`config.mk`:
```
export PLATFORM = sky130hd
export DESIGN_NAME = dhs_ctrl
export DESIGN_NICKNAME = d
export VERILOG_FILES = /design/src/rtl/core/dhs_pkg.sv /design/src/rtl/core/dhs_ctrl.sv
export SDC_FILE = /design/constraint.sdc
export NUM_CORES = 1
export LEC_CHECK = 0
export ABC_AREA = 1
export BUFFER_PORTS_ARGS = -buffer_cell sky130_fd_sc_hd__buf_2
export CORE_AREA = 4 4 41 43
export CTS_BUF_LIST = sky130_fd_sc_hd__clkbuf_4
export CTS_CLUSTER_DIAMETER = 40
export DETAILED_ROUTE_END_ITERATION = 10
export DIE_AREA = 0 0 45 47
export GPL_ROUTABILITY_DRIVEN = 1
export PLACE_DENSITY = 0.6
export SLEW_MARGIN = 20
export SYNTH_ARGS = -nofsm -noshare
export SYNTH_HDL_FRONTEND = slang
export SYNTH_SLANG_ARGS = --single-unit
```
`constraint.sdc`:
```
create_clock -name clk -period 2.4 [get_ports clk]
set_clock_uncertainty 0.05 [all_clocks]
set_input_delay 0.12 -clock clk [delete_from_list [all_inputs] [get_ports clk]]
set_output_delay 0.12 -clock clk [all_outputs]
set_load 0.05 [all_outputs]
```
`src/rtl/core/dhs_pkg.sv`:
```
// Shared types and constants for the double hashing set engine.
package dhs_pkg;

	localparam int KEY_W       = 31;
	localparam int OCC_W       = 10;
	localparam int CNT_W       = 11;
	localparam int OP_W        = 2;
	localparam int ST_W        = 2;
	localparam int IN_TDATA_W  = 40;
	localparam int OUT_TDATA_W = 16;
	localparam int HASH_BITS   = 32;
	localparam int HASH_RADIX  = 4;
	localparam int HASH_STEPS  = HASH_BITS / HASH_RADIX;
	localparam int HASH_CNT_W  = $clog2(HASH_STEPS);

	localparam logic [OP_W-1:0] OP_INSERT = 2'd0;
	localparam logic [OP_W-1:0] OP_ERASE  = 2'd1;
	localparam logic [OP_W-1:0] OP_QUERY  = 2'd2;
	localparam logic [OP_W-1:0] OP_NOP    = 2'd3;

	localparam logic [ST_W-1:0] ST_EMPTY = 2'd0;
	localparam logic [ST_W-1:0] ST_USED  = 2'd1;
	localparam logic [ST_W-1:0] ST_GONE  = 2'd2;

	typedef struct packed {
		logic take_item;
		logic hash_load;
		logic rd_en;
		logic adv;
		logic mark_tomb;
		logic fill;
		logic erase;
		logic set_ok;
		logic clr_step;
		logic load_out;
	} dhs_cmd_t;

	typedef struct packed {
		logic [OP_W-1:0] op;
		logic            hash_done;
		logic            clr_last;
		logic [ST_W-1:0] slot_st;
		logic            key_hit;
		logic            last_probe;
		logic            have_tomb;
		logic            out_busy;
	} dhs_stat_t;

endpackage

```
`src/rtl/core/dhs_ctrl.sv`:
```
// Controller state machine that sequences clearing, hashing and probing.
module dhs_ctrl import dhs_pkg::*; (
	input  logic      clk,
	input  logic      arst_n,
	input  logic      s_tvalid,
	output logic      s_tready,
	output dhs_cmd_t  cmd,
	input  dhs_stat_t stat
);

	typedef enum logic [2:0] {
		S_CLEAR,
		S_IDLE,
		S_HASH,
		S_READ,
		S_EVAL,
		S_FINISH
	} state_t;

	state_t state_q;
	state_t state_d;
	logic   is_used;

	assign is_used = (stat.slot_st == ST_USED);

	always_comb begin
		cmd = '0;
		state_d = state_q;
		unique case (state_q)
			S_CLEAR: begin
				cmd.clr_step = 1'b1;
				if (stat.clr_last) begin
					state_d = S_IDLE;
				end
			end
			S_IDLE: begin
				if (s_tvalid) begin
					cmd.take_item = 1'b1;
					state_d = S_HASH;
				end
			end
			S_HASH: begin
				if (stat.hash_done) begin
					cmd.hash_load = 1'b1;
					state_d = (stat.op == OP_NOP) ? S_FINISH : S_READ;
				end
			end
			S_READ: begin
				cmd.rd_en = 1'b1;
				state_d = S_EVAL;
			end
			S_EVAL: begin
				if (stat.op == OP_INSERT) begin
					if (stat.slot_st == ST_EMPTY) begin
						cmd.fill = 1'b1;
						cmd.set_ok = 1'b1;
						state_d = S_FINISH;
					end else if (is_used && stat.key_hit) begin
						state_d = S_FINISH;
					end else begin
						cmd.mark_tomb = !is_used && !stat.have_tomb;
						if (stat.last_probe) begin
							cmd.fill = stat.have_tomb || !is_used;
							cmd.set_ok = stat.have_tomb || !is_used;
							state_d = S_FINISH;
						end else begin
							cmd.adv = 1'b1;
							state_d = S_READ;
						end
					end
				end else begin
					if (stat.slot_st == ST_EMPTY) begin
						state_d = S_FINISH;
					end else if (is_used && stat.key_hit) begin
						cmd.set_ok = 1'b1;
						cmd.erase = (stat.op == OP_ERASE);
						state_d = S_FINISH;
					end else if (stat.last_probe) begin
						state_d = S_FINISH;
					end else begin
						cmd.adv = 1'b1;
						state_d = S_READ;
					end
				end
			end
			S_FINISH: begin
				if (!stat.out_busy) begin
					cmd.load_out = 1'b1;
					state_d = S_IDLE;
				end
			end
			default: begin
				state_d = S_IDLE;
			end
		endcase
	end

	always_ff @(posedge clk or negedge arst_n) begin
		if (!arst_n) begin
			state_q <= S_CLEAR;
		end else begin
			state_q <= state_d;
		end
	end

	assign s_tready = (state_q == S_IDLE);

endmodule

```
==> results of run 1 <==
==> layer usage <==
| layer | vias to the layer above | track usage [%] | wire, µm |
|---|---|---|---|
| li1 | 254 | - | - |
| met1 | 183 | 12.1 | 458 |
| met2 | 24 | 19.2 | 454 |
| met3 | 0 | 1.15 | 109 |
| met4 | 0 | 8.77 | 0 |
| met5 | - | 0 | 0 |
==> synth_stat cells <==
cell type  instances  share of area, %
nand2_1           18                20
inv_1              7               7.8
nand4_1            1               1.9
dfrtp_1            3                22
nor4_1             1               1.9
or2_1              1               1.9
nor3_2             1               3.0
or2_4              1               2.6
nand3b_1           2               4.4
inv_2              1               1.1
o211ai_1           1               2.2
nor2_1            11                12
o21bai_1           2               4.4
o21ai_2            1               2.6
nand3_1            4               5.9
nor3_1             4               5.9
==> critical path: cells and delay by family (launching register included) <==
kind	cells	cell delay, ns
buffers and inverters	1	0.28
DFF	1	0.43
and+or+nand+nor	4	0.58
==> worst min-delay path by stage <==
stage,from,endpoint,slack (ns)
final,stat[0],state_q[2]$_DFFE_PN0P_,0.14
after global routing,stat[0],state_q[2]$_DFFE_PN0P_,0.16
after CTS,stat[0],state_q[2]$_DFFE_PN0P_,0.13
after detailed placement,arst_n,state_q[0]$_DFFE_PN0P_,-0.13
after global placement,arst_n,state_q[2]$_DFFE_PN0P_,-0.13
after floorplan,arst_n,state_q[0]$_DFFE_PN0P_,-0.23
==> power by group through the flow <==
stage	Combinational, W	Clock [W]	Sequential, W
floorplan	0.000293	0	0.000100
global placement	0.000376	0	0.000106
detailed placement	0.000375	0	0.000106
CTS	0.000378	0.000107	0.000106
global route	0.000418	0.000109	0.000109
finish	0.000373	0.000100	0.000105
==> logic make-up (layout without fill, tap and decap cells) <==
| logic type | after synthesis | after routing | share of synthesized area [%] |
|---|---|---|---|
| buffers and inverters | 8 | 36 | 8.89 |
| DFF | 3 | 3 | 22.2 |
| AOI/OAI and AO/OA | 4 | 4 | 9.26 |
| and+or+nand+nor | 44 | 44 | 59.6 |
==> metrics by stage <==
stage / total power, W / utilization (%)
detailed placement: 0.000481 / 36.3
global route: 0.000635 / 39.3
finish: 0.000578 / 39.3
global placement: 0.000482 / 36.3
CTS: 0.000591 / 39.3
floorplan: 0.000393 / -
==> area by class of cell <==
| class | instances | area (µm²) |
|---|---|---|
| fill | 147 | 790 |
| multi-input combinational | 48 | 233 |
| timing repair buffer | 24 | 125 |
| sequential | 3 | 75.1 |
| clock buffer | 4 | 30.0 |
| inverter | 8 | 30.0 |
| tap | 15 | 18.8 |
==> timing repair <==
action / CTS / global route
setup endpoints to repair: 0 / 0
hold buffers: 1 / 0
endpoints found under the hold margin: 3 / 0
setup buffers: 0 / 0
gates resized for setup: 0 / 0
==> flow_summary.yaml, run 1 <==
placed_design:
  globalplace.congestion: 0.845
  io_buffers: 23
  dp_cells: 97
  dp_hpwl_um: 864
  pre_cts_ws_ns: 0.931
  place_area_um2: 472
timing:
  hold_viol: 0
  period_share_pct: 70.9
  relSlewSlack_pct: 83.5
  setup_slack_ns: 0.699
  tightestPinTransition_ns: 0.247
  setup_viol: 0
  min_period_ns: 1.70
  rsz0062_at_grt: "false"
  hold_ws_ns: 0.137
  fmax_ghz: 0.588
  maxSlewViolCount: 0
  setup_tns_ns: 0
routing:
  drc_errors: 0
  drt-total-wl_um: 1020
  dr_total_vias: 461
  wire_per_inst_um: 10.0
  vias_per_cell: 4.52
  detail-route-antenna-nets: 0
  drt-initial-drc-count: 4
  drt-pass1-iter-count: 4
power_and_ir_drop:
  leakage_nw: 0.318
  p_clk_share_pct: 17.3
  p_seq_share_pct: 18.2
  combPwrFrac_pct: 64.5
  ir_worst_vdd_v: 0.000534
  cell_internal_pwr_w: 0.000245
  p_sw_w: 0.000333
  switching_share_pct: 57.6
  pwr_density_cell_mw_per_mm2: 1130
cells_and_area:
  finalInstanceArea_um2: 512
  largest_reg_flops: 3
  layoutNonFillerInstCount: 102
  layout_common_cells: "buf_2 (23), nand2_1 (18), nor2_1 (11), inv_1 (7)"
  antenna_cells: 0
  largest-register: "state_q"
  finalNetCount: 101
  top_regs: "state_q: 3 flops"
  area.growth.synth_to_final_pct: 51.5
  final_common_cell: "buf_2"
  drive_gt1_share_pct: 35.6
worst_setup_path:
  ff2ff_setup_slack_ns: 1.22
  worstPathArrival_ns: 1.53
  reg2reg_to: "state_q[1]$_DFFE_PN0P_"
  start_kind: "flip-flop"
  cp-startpoint: "state_q[1]$_DFFE_PN0P_"
  slowest_stage: "dfrtp_1"
  path_cells: "nor2_1 > nand2_1 > or2_4 > nor3_2 > buf_2"
  worstReg2RegStart: "state_q[1]$_DFFE_PN0P_"
  worstSetupPathType: "flip-flop to output port"
  endpoint_kind: "output port"
  reg2reg_depth: 7
  cp.required_ns: 2.23
  slowest_delay_ns: 0.43
  crit_fanout: 7
  endpoint: "cmd[5]"
global_route:
  grt_antenna_before_repair: 0
  grt_max_degree: 8
  track_usage_pct: 11.0
  grt_overflow: 0
  grt_pass1_wl_um: 1660
  grt_pass1_vias: 456
synthesis:
  yosysSeqAreaShare_pct: 22.2
  synth.avg_cell_area_um2: 5.73
  synth_nets: 72
  synth_cell_types: 16
  ys_ff_latch: 3
  synth_cells: 59
  yosysWarnings: 0
  synth_area_um2: 338
floorplan:
  start_util_pct: 26.0
  die_area_mm2: 0.00212
  die_w_um: 45
  coreArea_mm2: 0.00130
  die_y_um: 47
  pin_count: 24
  rows: 13
cts:
  cts_tree: "yes"
  clkSlewWorstSetupHoldPaths_ns: 0.04
  clk-insertion-delay-late_ns: 0.23
  clockBufferDepth: 2
  clock_sinks: 3
  cts_made_buffers: 3
  clock-root-buffer: "clkbuf_4"
  h-tree-depth: 1
run:
  cap_violations: 0
min_path:
  worstHoldPathCells: 3
  hp-class: "primary input to flip-flop"
run_status:
  outcome: "finished clean"
Power figures use the tool's default switching activity.
==> run 2, diff against run 1 <==
--- a/config.mk
+++ b/config.mk
@@ -5,7 +5,7 @@
 export SDC_FILE = /design/constraint.sdc
 export NUM_CORES = 1
 export LEC_CHECK = 0
-export ABC_AREA = 1
+export ABC_AREA = 0
 export BUFFER_PORTS_ARGS = -buffer_cell sky130_fd_sc_hd__buf_2
 export CORE_AREA = 4 4 41 43
 export CTS_BUF_LIST = sky130_fd_sc_hd__clkbuf_4
@@ -13,7 +13,7 @@
 export DETAILED_ROUTE_END_ITERATION = 10
 export DIE_AREA = 0 0 45 47
 export GPL_ROUTABILITY_DRIVEN = 1
-export PLACE_DENSITY = 0.6
+export PLACE_DENSITY = 0.63
 export SLEW_MARGIN = 20
 export SYNTH_ARGS = -nofsm -noshare
 export SYNTH_HDL_FRONTEND = slang
==> constraint.sdc (replaced) <==
create_clock -name clk -period 1.6 [get_ports clk]
set_clock_uncertainty 0.05 [all_clocks]
set_input_delay 0.08 -clock clk [delete_from_list [all_inputs] [get_ports clk]]
set_output_delay 0.08 -clock clk [all_outputs]
set_load 0.05 [all_outputs]
==> run 2 against run 1 <==
Net effect:
- total power increased by 70%
- cell count shrank 9.8%
- area after synthesis is 13% higher
- largest cell class unchanged
- critical endpoint unchanged
- routed wire length grew 7.8%
==> flow_summary.yaml, run 2 <==
synthesis:
  synth_edf_count: 0
  synth_top_family_by_area: "simple AND/OR/NAND/NOR gates"
  synth_cells: 49
  synth_cell_types: 27
  yosysWarnings: 0
  synth_area_um2: 380
  ys_top_cells_by_area: "dfrtp_1 (20%), nor2_1 (8.9%), buf_6 (8.9%)"
  ys_ff_latch: 3
  synth_simple_gate_area_share_pct: 46.4
  synthAdderAreaFrac_pct: 0
  synth_flop_cell: "dfrtp_1"
  synth_most_common_cell: "nor2_1"
  synth_top_area_share_pct: 19.7
  synth_xor_area_share_pct: 0
  yosysTopAreaCell: "dfrtp_1"
  synth.avg_cell_area_um2: 7.76
  synthMuxAreaShare_pct: 5.59
  async_flop_share_pct: 100
  synth_nets: 62
  synth_top_cells_by_count: "nor2_1 (9), nand2_1 (4), o21ai_0 (4)"
  yosysSeqAreaShare_pct: 19.7
  synth_compound_gate_area_share_pct: 18.4
worst_setup_path:
  worstReg2RegStart: "state_q[0]$_DFFE_PN0P_"
  worstSetupPathType: "flip-flop to output port"
  reg2reg_depth: 5
  slowest_delay_ns: 0.47
  reg2reg_to: "state_q[1]$_DFFE_PN0P_"
  worstPathArrival_ns: 1.38
  crit_fanout: 9
  endpoint: "cmd[5]"
  cp.required_ns: 1.47
  cp-startpoint: "state_q[1]$_DFFE_PN0P_"
  endpoint_kind: "output port"
  start_kind: "flip-flop"
  slowest_stage: "dfrtp_2"
  path_cells: "nor2_2 > and2_1 > and4b_1 > buf_4"
  ff2ff_setup_slack_ns: 0.23
routing:
  drt-total-wl_um: 1100
  dr_total_vias: 449
  vias_per_cell: 4.88
  drt-pass1-iter-count: 2
  drc_errors: 0
  detail-route-antenna-nets: 0
  drt-initial-drc-count: 3
  wire_per_inst_um: 12.0
global_route:
  grt_pass1_vias: 413
  grt_pass1_wl_um: 1710
  grt_max_degree: 10
  grt_overflow: 0
  grt_antenna_before_repair: 0
  track_usage_pct: 11.0
cells_and_area:
  finalNetCount: 91
  final_common_cell: "buf_2"
  area.growth.synth_to_final_pct: 52.6
  largest-register: "state_q"
  drive_gt1_share_pct: 54.5
  layout_common_cells: "buf_2 (19), nor2_1 (7), buf_4 (7)"
  final_util_pct: 44.6
  antenna_cells: 0
  largest_reg_flops: 3
  finalInstanceArea_um2: 581
  top_regs: "state_q: 3 flops"
timing:
  min_period_ns: 1.51
  setup_slack_ns: 0.0851
  hold_ws_ns: 0.114
  hold_viol: 0
  rsz0062_at_grt: "false"
  tightestPinTransition_ns: 0.292
  fmax_ghz: 0.660
  period_share_pct: 94.7
  setup_viol: 0
  relSlewSlack_pct: 80.5
  maxSlewViolCount: 0
  setup_tns_ns: 0
cts:
  cts_tree: "yes"
  clkSlewWorstSetupHoldPaths_ns: 0.04
  clock-root-buffer: "clkbuf_4"
  clock_sinks: 3
  clockBufferDepth: 2
  cts_made_buffers: 3
  h-tree-depth: 1
  clk-insertion-delay-late_ns: 0.24
run_status:
  outcome: "finished clean"
power_and_ir_drop:
  ir_worst_vdd_v: 0.000631
  leakage_nw: 0.276
  pwr_density_cell_mw_per_mm2: 1690
floorplan:
  rows: 13
  die_w_um: 45
  pin_count: 24
  die_y_um: 47
  coreArea_mm2: 0.00130
  die_area_mm2: 0.00212
  start_util_pct: 29.2
placed_design:
  place_area_um2: 510
  io_buffers: 23
  dp_hpwl_um: 836
  pre_cts_ws_ns: 0.167
  globalplace.congestion: 0.713
min_path:
  hp-class: "primary input to async pin"
run:
  cap_violations: 0
-- run 2: cell count changes after synthesis, moves of 2 or more --
cell / delta
o21ai_0: +4
nor2b_1: +2
nand2_1: -14
nand3_1: -4
inv_1: -6
nor3b_1: +2
nor2_1: -2
nand3b_1: -2
buf_6: +3
-- run 2: through the flow --
| step | cells | power (W) |
|---|---|---|
| 4_1_cts | 90 | 0.000935 |
| 5_1_grt | 92 | 0.00105 |
| 3_3_place_gp | 85 | 0.000760 |
| 2_1_floorplan | 49 | 0.000696 |
| 3_5_place_dp | 85 | 0.000764 |
| 6_report | 92 | 0.000982 |
-- run 2: timing repair --
action | 4_1_cts | 5_1_grt
gates resized for setup | 5 | 2
hold endpoints to repair | 3 | 0
setup endpoints to repair | 4 | 6
buffers inserted | 0 | 2
hold buffers | 1 | 0
-- run 2: worst min path at each step --
stage	to	slack (ns)	cells past startpoint
6_report	state_q[1]$_DFFE_PN0P_	0.11	2
5_1_grt	state_q[1]$_DFFE_PN0P_	0.13	2
4_1_cts	state_q[2]$_DFFE_PN0P_	0.12	2
3_5_place_dp	state_q[2]$_DFFE_PN0P_	-0.17	1
3_3_place_gp	state_q[0]$_DFFE_PN0P_	-0.17	1
2_1_floorplan	state_q[0]$_DFFE_PN0P_	-0.27	0
-- run 2: cell families (layout without fill, tap and decap cells) --
family,count (synthesis),after routing
compound gates,10,10
buf+inv,4,32
flops,3,3
mux,2,2
simple gates,30,30
-- run 2: worst max-delay path: cells and delay by family (launching register included) --
kind	cells	cell delay, ns
buf+inv	1	0.19
flops	1	0.47
simple gates	3	0.48
-- run 2: area by class of cell --
cell class                      instances  area, µm²
Clock buffer                            4       30.0
Fill cell                             148        721
Inverter                                1       3.75
Multi-Input combinational cell         42        293
Sequential cell                         3       77.6
Tap cell                               15       18.8
Timing Repair Buffer                   27        158
-- run 2: routing by layer --
| metal | vias up | part of all wire (%) | GRT usage [%] |
|---|---|---|---|
| met5 | - | 0 | 0 |
| met4 | 0 | 0 | 5.26 |
| met3 | 0 | 5.3 | 2.30 |
| met2 | 14 | 48 | 16.7 |
| met1 | 204 | 47 | 14.9 |
| li1 | 231 | - | - |
-- run 2: power by group --
part / internal [W] / switching, W
Sequential: 0.000112 / 0.0000586
Combinational: 0.000229 / 0.000424
Clock: 0.000111 / 0.0000473
Total: 0.000452 / 0.000530
==> run 3, diff against run 2 <==
--- a/config.mk
+++ b/config.mk
@@ -6,14 +6,15 @@
 export NUM_CORES = 1
 export LEC_CHECK = 0
 export ABC_AREA = 0
-export BUFFER_PORTS_ARGS = -buffer_cell sky130_fd_sc_hd__buf_2
 export CORE_AREA = 4 4 41 43
 export CTS_BUF_LIST = sky130_fd_sc_hd__clkbuf_4
 export CTS_CLUSTER_DIAMETER = 40
 export DETAILED_ROUTE_END_ITERATION = 10
 export DIE_AREA = 0 0 45 47
+export DONT_BUFFER_PORTS = 1
 export GPL_ROUTABILITY_DRIVEN = 1
-export PLACE_DENSITY = 0.63
+export PLACE_DENSITY = 0.48
+export RECOVER_POWER = 25
 export SLEW_MARGIN = 20
 export SYNTH_ARGS = -nofsm -noshare
 export SYNTH_HDL_FRONTEND = slang
==> run 3 against run 2 <==
Net effect:
- non-clock buffer count shrank 12
- register-to-register slack gained 0.02 ns
- clock-buffer cell count is the same
- first-iteration DRC count grew to 4.0 times the previous value
- critical path depth is the same
==> flow_summary.yaml, run 3 (synthesized netlist as in run 2, its figures left out) <==
worst_setup_path:
  cp.required_ns: 1.47
  endpoint_kind: "output port"
  reg2reg_to: "state_q[2]$_DFFE_PN0P_"
  crit_fanout: 7
  worstSetupPathType: "flip-flop to output port"
  worstReg2RegStart: "state_q[2]$_DFFE_PN0P_"
  worstPathArrival_ns: 1.36
  endpoint: "cmd[5]"
  cp-startpoint: "state_q[2]$_DFFE_PN0P_"
  ff2ff_setup_slack_ns: 0.25
  start_kind: "flip-flop"
  reg2reg_depth: 4
cells_and_area:
  final_common_cell: "buf_4"
  largest_reg_flops: 3
  multiInputGateArea_um2: 293
  finalNetCount: 79
  top_regs: "state_q: 3 flops"
  n_fill_cell: 136
  finalInstanceArea_um2: 547
  largest-register: "state_q"
  antenna_cells: 0
  area.growth.synth_to_final_pct: 43.7
  drive_gt1_share_pct: 44.6
  regArea_um2: 77.6
  layout_common_cells: "buf_4 (12), nor2_1 (7), o21ai_0 (4), nand2_1 (4), clkbuf_4 (4)"
  layoutNonFillerInstCount: 80
routing:
  drt-total-wl_um: 1080
  drc_errors: 0
  wire_per_inst_um: 13.5
  dr_total_vias: 407
  drt-initial-drc-count: 12
  detail-route-antenna-nets: 0
  vias_per_cell: 5.09
  drt-pass1-iter-count: 4
cts:
  cts_made_buffers: 3
  clk-insertion-delay-late_ns: 0.24
  h-tree-depth: 1
  cts_tree: "yes"
  clkSlewWorstSetupHoldPaths_ns: 0.04
  clock-root-buffer: "clkbuf_4"
  clockBufferDepth: 2
  clock_sinks: 3
placed_design:
  io_buffers: 0
  globalplace.congestion: 0.742
  dp_cells: 75
  dp_hpwl_um: 870
  place_area_um2: 505
global_route:
  grt_max_degree: 8
  grt_overflow: 0
  grt_pass1_wl_um: 1810
  track_usage_pct: 12.2
  grt_antenna_before_repair: 0
  grt_pass1_vias: 392
timing:
  hold_viol: 0
  maxSlewViolCount: 0
  setup_viol: 0
  rsz0062_at_grt: "false"
  min_period_ns: 1.49
  tightestPinTransition_ns: 0.298
  fmax_ghz: 0.670
  relSlewSlack_pct: 80.1
  period_share_pct: 93.3
power_and_ir_drop:
  pwr_density_cell_mw_per_mm2: 1830
  leakage_nw: 0.229
  ir_worst_vdd_v: 0.000634
  total_power_w: 0.00100
min_path:
  hp-class: "primary input to flip-flop"
floorplan:
  die_y_um: 47
  coreArea_mm2: 0.00130
  die_area_mm2: 0.00212
  die_w_um: 45
  pin_count: 24
  rows: 13
  start_util_pct: 29.2
run_status:
  outcome: "finished clean"
run:
  cap_violations: 0
[run 3: cell count changes in the layout (fill, tap and decap cells not counted)]
cell | before | now
buf_2 | 19 | 0
buf_4 | 7 | 12
buf_12 | 0 | 1
clkbuf_1 | 0 | 1
[run 3: stage by stage]
stage / hold slack [ns] / utilization [%] / setup WS (ns) / setup TNS, ns
finish: 0.0389 / 42.0 / 0.107 / 0
global route: 0.0294 / 42.0 / 0.00513 / 0
CTS: 0.0384 / 41.9 / 0.0537 / 0
detailed placement: -0.266 / 38.8 / 0.214 / 0
global placement: -0.265 / 38.8 / 0.263 / 0
floorplan: -0.266 / - / -0.113 / -0.113
[run 3: per-layer routing]
| metal | up-vias | share of wire [%] | track usage [%] |
|---|---|---|---|
| met5 | - | 0 | 0 |
| met4 | 0 | 0 | 8.77 |
| met3 | 0 | 4.9 | 3.45 |
| met2 | 10 | 49 | 18.1 |
| met1 | 187 | 46 | 15.0 |
| li1 | 210 | - | - |
[run 3: how the worst min path moves through the flow]
stage,startpoint,to,slack [ns],cells past startpoint
after detailed placement,arst_n,state_q[0]$_DFFE_PN0P_,-0.27,0
after CTS,arst_n,state_q[2]$_DFFE_PN0P_,0.04,1
after global placement,arst_n,state_q[1]$_DFFE_PN0P_,-0.27,0
after global routing,arst_n,state_q[2]$_DFFE_PN0P_,0.03,1
after floorplan,arst_n,state_q[0]$_DFFE_PN0P_,-0.27,0
final,s_tvalid,state_q[0]$_DFFE_PN0P_,0.04,3
[run 3: timing repair]
item / in CTS / in global routing
hold buffers: 1 / 0
setup buffers: 0 / 0
setup endpoints to repair: 0 / 4
hold endpoints to repair: 3 / 0
resized for setup: 0 / 3
[run 3: power breakdown]
part | internal [W] | total (W) | leakage (nW) | switching (W)
clock network | 0.000111 | 0.000156 | 0.0184 | 0.0000457
logic | 0.000261 | 0.000677 | 0.175 | 0.000416
registers | 0.000112 | 0.000168 | 0.0359 | 0.0000563
total | 0.000483 | 0.00100 | 0.229 | 0.000518
[run 3: worst max-delay path: stages (launching register included)]
cell     delay [ns]
dfrtp_2        0.44
buf_4          0.17
and2_1         0.15
and4b_1        0.18
buf_4          0.18
[run 3: cell type report]
class | instances | share of cell area, %
Timing Repair Buffer | 15 | 22.7
Inverter | 1 | 0.686
Clock buffer | 4 | 5.49
Tap cell | 15 | 3.43
Sequential cell | 3 | 14.2
Multi-Input combinational cell | 42 | 53.5
